<file path="config.mk">
export PLATFORM = sky130hd
export DESIGN_NAME = bitonic_sort_engine_top
export DESIGN_NICKNAME = d
export VERILOG_FILES = /design/src/rtl/bse_pkg.sv /design/src/rtl/bse_ram.sv /design/src/rtl/bse_pair_gen.sv /design/src/rtl/bitonic_sort_engine_top.sv
export SDC_FILE = /design/constraint.sdc
export NUM_CORES = 1
export LEC_CHECK = 0
export BUFFER_PORTS_ARGS = -buffer_cell sky130_fd_sc_hd__buf_2
export CORE_ASPECT_RATIO = 0.5
export CORE_MARGIN = 8
export CORE_UTILIZATION = 55
export CTS_CLUSTER_DIAMETER = 150
export DETAILED_ROUTE_END_ITERATION = 7
export GPL_TIMING_DRIVEN = 0
export PLACE_DENSITY = 0.77
export SYNTH_ARGS = -nofsm -noshare
export SYNTH_HDL_FRONTEND = slang
export SYNTH_HIERARCHICAL = 1
export SYNTH_SLANG_ARGS = --single-unit
export TNS_END_PERCENT = 20
</file>
<file path="constraint.sdc">
create_clock -name i_clk -period 5.4 [get_ports i_clk]
set_input_delay 1.08 -clock i_clk [delete_from_list [all_inputs] [get_ports i_clk]]
set_output_delay 1.08 -clock i_clk [all_outputs]
set_load 0.005 [all_outputs]
</file>
<file path="src/rtl/bse_pkg.sv">
// ----------------------------------------------------------------------------
// bse_pkg
// Shared types and defaults for the bitonic sort engine.
// ----------------------------------------------------------------------------
package bse_pkg;

    localparam int DEF_BLOCK_SIZE     = 16;
    localparam int DEF_LOG_BLOCK_SIZE = 4;
    localparam int DATA_W             = 32;

    typedef enum logic [2:0] {
        ST_IDLE,
        ST_READ,
        ST_CMP,
        ST_WRHI,
        ST_UNLOAD
    } t_state;

    // sequencer -> pair generator
    typedef struct packed {
        logic init;
        logic step;
    } t_pgen_ctl;

endpackage

</file>
<file path="src/rtl/bse_ram.sv">
// ----------------------------------------------------------------------------
// bse_ram
// Generic RAM: one write port, two read ports, registered read data.
// ----------------------------------------------------------------------------
module bse_ram #(
    parameter int WIDTH = 32,
    parameter int DEPTH = 16,
    localparam int AW   = (DEPTH > 1) ? $clog2(DEPTH) : 1
) (
    input  logic             i_clk,
    input  logic             i_we,
    input  logic [AW-1:0]    i_waddr,
    input  logic [WIDTH-1:0] i_wdata,
    input  logic [AW-1:0]    i_raddr_a,
    input  logic [AW-1:0]    i_raddr_b,
    output logic [WIDTH-1:0] o_rdata_a,
    output logic [WIDTH-1:0] o_rdata_b
);

    logic [WIDTH-1:0] r_mem [DEPTH];

    always_ff @(posedge i_clk) begin
        if (i_we) begin
            r_mem[i_waddr] <= i_wdata;
        end
        o_rdata_a <= r_mem[i_raddr_a];
        o_rdata_b <= r_mem[i_raddr_b];
    end

endmodule

</file>
<file path="src/rtl/bse_pair_gen.sv">
// ----------------------------------------------------------------------------
// bse_pair_gen
// Walks the bitonic network: stage, pass and pair counters, and the
// lower/upper index of the current compare-exchange.
// ----------------------------------------------------------------------------
module bse_pair_gen #(
    parameter int BLOCK_SIZE     = bse_pkg::DEF_BLOCK_SIZE,
    parameter int LOG_BLOCK_SIZE = bse_pkg::DEF_LOG_BLOCK_SIZE,
    localparam int AW            = $clog2(BLOCK_SIZE)
) (
    input  logic               i_clk,
    input  logic               i_rst_n,
    input  bse_pkg::t_pgen_ctl i_ctl,
    output logic [AW-1:0]      o_lo,
    output logic [AW-1:0]      o_hi,
    output logic               o_in_range,
    output logic               o_last
);

    import bse_pkg::*;

    localparam int SW = $clog2(LOG_BLOCK_SIZE + 1);
    localparam int KW = LOG_BLOCK_SIZE;
    localparam int IW = ((LOG_BLOCK_SIZE > AW) ? LOG_BLOCK_SIZE : AW) + 1;
    localparam logic [KW-1:0] KLAST = KW'((1 << (LOG_BLOCK_SIZE - 1)) - 1);
    localparam logic [SW-1:0] SLAST = SW'(LOG_BLOCK_SIZE - 1);
    localparam logic [IW-1:0] NSIZE = IW'(BLOCK_SIZE);

    logic [SW-1:0] r_stage, n_stage;
    logic [SW-1:0] r_dlog,  n_dlog;
    logic          r_mirror, n_mirror;
    logic [KW-1:0] r_k,     n_k;

    logic [IW-1:0] kx, mask, lo, hi;

    // lo inserts a zero bit at position dlog of the pair index
    always_comb begin
        kx   = IW'(r_k);
        mask = (IW'(1) << r_dlog) - IW'(1);
        lo   = ((kx & ~mask) << 1) | (kx & mask);
        if (r_mirror) begin
            hi = lo ^ ((mask << 1) | IW'(1));
        end else begin
            hi = lo | (mask + IW'(1));
        end
    end

    assign o_lo       = lo[AW-1:0];
    assign o_hi       = hi[AW-1:0];
    assign o_in_range = (hi < NSIZE);
    assign o_last     = (r_k == KLAST) && (r_dlog == '0) && (r_stage == SLAST);

    always_comb begin
        n_stage  = r_stage;
        n_dlog   = r_dlog;
        n_mirror = r_mirror;
        n_k      = r_k;
        if (i_ctl.init) begin
            n_stage  = '0;
            n_dlog   = '0;
            n_mirror = 1'b1;
            n_k      = '0;
        end else if (i_ctl.step) begin
            if (r_k != KLAST) begin
                n_k = r_k + KW'(1);
            end else begin
                n_k = '0;
                if (r_dlog == '0) begin
                    n_stage  = r_stage + SW'(1);
                    n_dlog   = r_stage + SW'(1);
                    n_mirror = 1'b1;
                end else begin
                    n_dlog   = r_dlog - SW'(1);
                    n_mirror = 1'b0;
                end
            end
        end
    end

    always_ff @(posedge i_clk) begin
        if (!i_rst_n) begin
            r_stage  <= '0;
            r_dlog   <= '0;
            r_mirror <= 1'b1;
            r_k      <= '0;
        end else begin
            r_stage  <= n_stage;
            r_dlog   <= n_dlog;
            r_mirror <= n_mirror;
            r_k      <= n_k;
        end
    end

endmodule

</file>
<file path="src/rtl/bitonic_sort_engine_top.sv">
// ----------------------------------------------------------------------------
// bitonic_sort_engine_top
// Collects a block of unsigned 32-bit values, sorts it in place with a
// bitonic network on one shared comparator, then streams it out ascending.
// ----------------------------------------------------------------------------
//  channel   | direction | handshake               | payload
//  ----------+-----------+-------------------------+----------------------------
//  input     | in        | start & !busy           | i_sample_value
//  result    | out       | o_result_valid (strobe) | o_sorted_value, o_last_flag
//
//  Load takes one cycle per value; busy stays low until the block's last value.
//  Sorting: C = (2^LOG/2)*LOG*(LOG+1)/2 compare-exchanges on one comparator
//  through the buffer RAM, each in ST_READ then ST_CMP (plus ST_WRHI when the
//  pair swaps, ST_READ alone beyond the block); 80 for a block of 16.
//  Unload: one result per cycle; busy drops as the last result is shown.
//  Synchronous active-low reset clears the fill count and sequencer; results
//  cannot be stalled.
// ----------------------------------------------------------------------------
module bitonic_sort_engine_top #(
    parameter int BLOCK_SIZE     = bse_pkg::DEF_BLOCK_SIZE,
    parameter int LOG_BLOCK_SIZE = bse_pkg::DEF_LOG_BLOCK_SIZE
) (
    input  logic                        i_clk,
    input  logic                        i_rst_n,
    input  logic                        start,
    output logic                        busy,
    input  logic [bse_pkg::DATA_W-1:0]  i_sample_value,
    output logic                        o_result_valid,
    output logic [bse_pkg::DATA_W-1:0]  o_sorted_value,
    output logic                        o_last_flag
);

    import bse_pkg::*;

    localparam int AW = $clog2(BLOCK_SIZE);
    localparam int FW = $clog2(BLOCK_SIZE + 1);
    localparam logic [FW-1:0] FLAST = FW'(BLOCK_SIZE - 1);
    localparam logic [AW-1:0] ILAST = AW'(BLOCK_SIZE - 1);

    t_state r_state, n_state;

    logic [FW-1:0]     r_fill, n_fill;
    logic [AW-1:0]     r_idx,  n_idx;
    logic [DATA_W-1:0] r_hold;
    logic              r_rd_pend, r_rd_last;

    logic              accept;
    logic              swap;

    logic              ram_we;
    logic [AW-1:0]     ram_waddr;
    logic [DATA_W-1:0] ram_wdata;
    logic [AW-1:0]     ram_raddr_a, ram_raddr_b;
    logic [DATA_W-1:0] ram_rdata_a, ram_rdata_b;

    t_pgen_ctl         pg_ctl;
    logic [AW-1:0]     pg_lo, pg_hi;
    logic              pg_in_range, pg_last;

    bse_ram #(
        .WIDTH (DATA_W),
        .DEPTH (BLOCK_SIZE)
    ) u_buf (
        .i_clk     (i_clk),
        .i_we      (ram_we),
        .i_waddr   (ram_waddr),
        .i_wdata   (ram_wdata),
        .i_raddr_a (ram_raddr_a),
        .i_raddr_b (ram_raddr_b),
        .o_rdata_a (ram_rdata_a),
        .o_rdata_b (ram_rdata_b)
    );

    bse_pair_gen #(
        .BLOCK_SIZE     (BLOCK_SIZE),
        .LOG_BLOCK_SIZE (LOG_BLOCK_SIZE)
    ) u_pgen (
        .i_clk      (i_clk),
        .i_rst_n    (i_rst_n),
        .i_ctl      (pg_ctl),
        .o_lo       (pg_lo),
        .o_hi       (pg_hi),
        .o_in_range (pg_in_range),
        .o_last     (pg_last)
    );

    assign busy   = (r_state != ST_IDLE);
    assign accept = start && !busy;
    assign swap   = (ram_rdata_a > ram_rdata_b);

    // next state
    always_comb begin
        n_state = r_state;
        unique case (r_state)
            ST_IDLE: begin
                if (accept && (r_fill == FLAST)) n_state = ST_READ;
            end
            ST_READ: begin
                if (pg_in_range)  n_state = ST_CMP;
                else if (pg_last) n_state = ST_UNLOAD;
            end
            ST_CMP: begin
                if (swap)         n_state = ST_WRHI;
                else if (pg_last) n_state = ST_UNLOAD;
                else              n_state = ST_READ;
            end
            ST_WRHI: begin
                n_state = pg_last ? ST_UNLOAD : ST_READ;
            end
            ST_UNLOAD: begin
                if (r_idx == ILAST) n_state = ST_IDLE;
            end
            default: n_state = ST_IDLE;
        endcase
    end

    // outputs of the sequencer
    always_comb begin
        ram_we      = 1'b0;
        ram_waddr   = pg_lo;
        ram_wdata   = ram_rdata_b;
        ram_raddr_a = pg_lo;
        ram_raddr_b = pg_hi;
        pg_ctl      = '0;
        unique case (r_state)
            ST_IDLE: begin
                ram_we      = accept;
                ram_waddr   = r_fill[AW-1:0];
                ram_wdata   = i_sample_value;
                pg_ctl.init = 1'b1;
            end
            ST_READ: begin
                pg_ctl.step = !pg_in_range;
            end
            ST_CMP: begin
                // smaller value goes to the lower index
                ram_we      = swap;
                pg_ctl.step = !swap;
            end
            ST_WRHI: begin
                ram_we      = 1'b1;
                ram_waddr   = pg_hi;
                ram_wdata   = r_hold;
                pg_ctl.step = 1'b1;
            end
            ST_UNLOAD: begin
                ram_raddr_a = r_idx;
            end
            default: ;
        endcase
    end

    always_comb begin
        n_fill = r_fill;
        if (accept) begin
            n_fill = (r_fill == FLAST) ? '0 : r_fill + FW'(1);
        end
        n_idx = r_idx;
        if (r_state == ST_UNLOAD) begin
            n_idx = (r_idx == ILAST) ? '0 : r_idx + AW'(1);
        end
    end

    always_ff @(posedge i_clk) begin
        if (!i_rst_n) begin
            r_state   <= ST_IDLE;
            r_fill    <= '0;
            r_idx     <= '0;
            r_rd_pend <= 1'b0;
            r_rd_last <= 1'b0;
        end else begin
            r_state   <= n_state;
            r_fill    <= n_fill;
            r_idx     <= n_idx;
            r_rd_pend <= (r_state == ST_UNLOAD);
            r_rd_last <= (r_state == ST_UNLOAD) && (r_idx == ILAST);
        end
    end

    always_ff @(posedge i_clk) begin
        if (r_state == ST_CMP) begin
            r_hold <= ram_rdata_a;
        end
    end

    assign o_result_valid = r_rd_pend;
    assign o_sorted_value = ram_rdata_a;
    assign o_last_flag    = r_rd_last;

endmodule

</file>
==> impl_metrics.json <==
{
  "synthTopCellsByArea": "edfxtp_1 (58%), mux4_2 (20%), dfxtp_1 (6.3%)",
  "drc_errors": 0,
  "hold_path.class": "reg -> reg",
  "power.leakage_nw": 10.4,
  "power_mw": 10.0,
  "min_period_ps": 5180,
  "r2r_start": "r_state[2]$_SDFFE_PN0P_",
  "vdd_drop_max_uv": 276,
  "r2r_end": "u_buf/r_mem[15][17]$_DFFE_PP_",
  "m1WireLength_um": 27700,
  "post-synth-top-area-cell": "edfxtp_1",
  "placementRows": 58,
  "setup_viol": 0,
  "grt_max_degree": 23,
  "viasPerCell": 6.91,
  "cp.required_ps": 5690,
  "crit_chain": "buf_4 -> nor2_1 -> and2_1 -> clkbuf_1 -> nor2_2 -> clkbuf_1 -> nand2_1 -> nand2_1 -> nand2_1 -> nor2_4 -> buf_16",
  "antenna_found_initial": 1,
  "synth_warnings": 6,
  "yosysSeqAreaShare": 0.643,
  "root_buffer": "clkbuf_16",
  "synth_cell_types": 54,
  "arrival_ps": 5480,
  "worstSkewPairLatency_ps": 590,
  "critPathTopFamily": "simple AND/OR/NAND/NOR gates",
  "power_frac_comb": 0.049,
  "seqPwrFrac": 0.550,
  "timing.fmax_mhz": 193,
  "chipHeight_um": 176,
  "syn_nets": 1696,
  "top_layer_used": "met5",
  "p_switching_mw": 2.12,
  "crit_fanout": 20,
  "ys.flop_type": "edfxtp_1",
  "cts_sinks": 633,
  "powerDensity_nw_per_um2": 315,
  "cap_viol_max_count": 0,
  "initial_core_util": 0.558,
  "syn_area_sq_um": 28200,
  "slew_headroom": 0.114,
  "dp_hpwl_um": 50900,
  "synthArstFlopShare": 0,
  "grt.total_usage": 0.258,
  "slowest_stage": "clkbuf_1",
  "drive_above_1_share": 0.277,
  "die_x_um": 336,
  "dr_total_vias": 17301,
  "critPathMaxStageDelay_ps": 1040,
  "cpMostUsedCell": "nand2_1",
  "core_sq_um": 50400,
  "tightest_slew_ps": 1330,
  "hold_ws_ps": 466,
  "syn_avg_cell_area_sq_um": 17.4,
  "fin_nets": 1849,
  "yosys_register_bits": 633,
  "status": "complete, no violations",
  "synth_top_area_share": 0.580,
  "die_area_sq_um": 59100,
  "synth-edff-count": 544,
  "post-route-period-util": 0.960,
  "swShare": 0.211,
  "hold_path_depth": 0,
  "synth_most_common_cell": "edfxtp_1",
  "ant_nets": 0,
  "finalWirelength_um": 77800,
  "cts.clk_slew.worst_paths_ps": 70,
  "grt_pass1_wl_um": 112000,
  "wl_per_cell_um": 31.0,
  "min_to": "r_hold[22]$_DFFE_PN_",
  "cts_tree": "done",
  "grt_overflow": 0,
  "rrSetupSlack_ps": 220,
  "clk_path_buf_depth": 3,
  "crit_path_start_kind": "flop",
  "dr.pass1.iters": 6,
  "hp-start": "u_buf/o_rdata_a[22]$_DFF_P_",
  "final-hold-violation-count": 0,
  "clock_power_share": 0.402,
  "endpoint_kind": "flop",
  "io_buffers": 69,
  "p_int_mw": 7.90,
  "syn-instance-count": 1617,
  "critPathKind": "reg -> reg",
  "drtIter0Drc": 2572,
  "gp_congestion": 0.823,
  "cts_made_buffers": 55,
  "grt_setup_unrepaired": "no",
  "reg2reg_depth": 11,
  "diodes": 0,
  "drv_slew": 0,
  "fin_worst_skew_ps": 23.4,
  "synth_commonest_cells": "edfxtp_1 (544), mux4_2 (256), nand2_1 (176)",
  "synthToLayoutAreaGrowth_pct": 13.0,
  "cts_htree_levels": 2,
  "worst-path-buf-inv": 4,
  "route.met3.wl_um": 10000,
  "grt_pass1_vias": 17260,
  "ios": 70,
  "wl_met2_um": 36200
}
power by group through the flow:
stage | logic [mW] | registers, mW | clock network, mW
after CTS | 0.482 | 5.51 | 4.05
after global routing | 0.522 | 5.52 | 4.22
after detailed placement | 0.475 | 5.61 | 0
after global placement | 0.428 | 5.61 | 0
final | 0.488 | 5.51 | 4.03
after floorplan | 0.266 | 5.59 | 0
what timing repair did:
item | in CTS | in global routing
hold buffers | 0 | 0
endpoints found under the hold margin | 0 | 0
gates resized for setup | 0 | 2
setup endpoints to repair | 0 | 44
buffers inserted | 0 | 0
kinds of logic after synthesis:
| logic type | after synthesis | share of synthesized area |
|---|---|---|
| fa+ha+maj | 44 | 0.0195 |
| buf+inv | 149 | 0.0235 |
| compound gates | 231 | 0.0585 |
| simple gates | 291 | 0.0461 |
| mux | 260 | 0.206 |
| xor+xnor | 9 | 0.00280 |
| flops | 633 | 0.643 |
flip-flops by register name, indices dropped and copies added, names as in the netlist, 4 cells and up:
register	flops
r_fill	5
r_hold	32
r_idx	4
u_buf/o_rdata_a	32
u_buf/o_rdata_b	32
u_buf/r_mem	512
u_pgen/r_k	4
stage by stage:
| step | instances | setup WS (ps) | TNS (ps) | cell area [sq um] | utilization |
|---|---|---|---|---|---|
| floorplan | 1617 | -83.5 | -2670 | 28200 | - |
| global placement | 2376 | -3660 | -1018220 | 29400 | 0.582 |
| detailed placement | 2403 | 110 | 0 | 30000 | 0.594 |
| CTS | 2505 | 101 | 0 | 31800 | 0.631 |
| global route | 2505 | 75.6 | 0 | 31800 | 0.631 |
| finish | 2505 | 218 | 0 | 31800 | 0.631 |
layout make-up:
type                       instances  area (sq um)
timing repair buffer              96           825
sequential                       633         18100
multi-input combinational        835          9520
clock inverter                    14           104
fill                            3358         18600
clock buffer                      88          1750
tap                              690           863
buffer                           106           499
inverter                          43           161
how the worst max path moves through the flow:
stage,startpoint,to,slack (ps),cells after the start
finish,r_state[2]$_SDFFE_PN0P_,u_buf/r_mem[15][17]$_DFFE_PP_,220,11
global route,r_state[2]$_SDFFE_PN0P_,u_buf/r_mem[15][17]$_DFFE_PP_,80,9
CTS,r_state[2]$_SDFFE_PN0P_,u_buf/r_mem[9][20]$_DFFE_PP_,100,11
detailed placement,r_state[2]$_SDFFE_PN0P_,u_buf/r_mem[15][20]$_DFFE_PP_,110,11
global placement,r_state[2]$_SDFFE_PN0P_,u_buf/r_mem[12][16]$_DFFE_PP_,-3660,10
floorplan,u_pgen/r_dlog[0]$_SDFFE_PP0P_,u_buf/r_mem[4][0]$_DFFE_PP_,-80,15
layout by cell type (no fill, tap or decap), types with 4 or more instances in the layout:
cell,n
nor2_4,13
xnor2_1,7
dfxtp_1,89
edfxtp_1,544
a22oi_1,165
nand3b_1,4
nand2b_1,7
clkinv_2,8
buf_12,8
nand4_1,11
or3_1,4
a21boi_0,4
buf_2,87
mux4_2,256
clkbuf_16,61
clkbuf_1,70
buf_16,6
nand2_1,176
clkbuf_8,12
buf_4,20
buf_1,12
a211oi_1,4
buf_6,10
inv_1,43
and2_1,9
nor2_1,24
ha_1,44
a21oi_1,29
nor3_1,6
nor2b_1,7
nand3_1,7
o21ai_0,12
routing by layer:
layer / GRT usage / vias up
li1: - / 6951
met1: 0.337 / 8811
met2: 0.410 / 1294
met3: 0.0705 / 243
met4: 0.116 / 2
met5: 0 / -
Power figures use the tool's default switching activity.
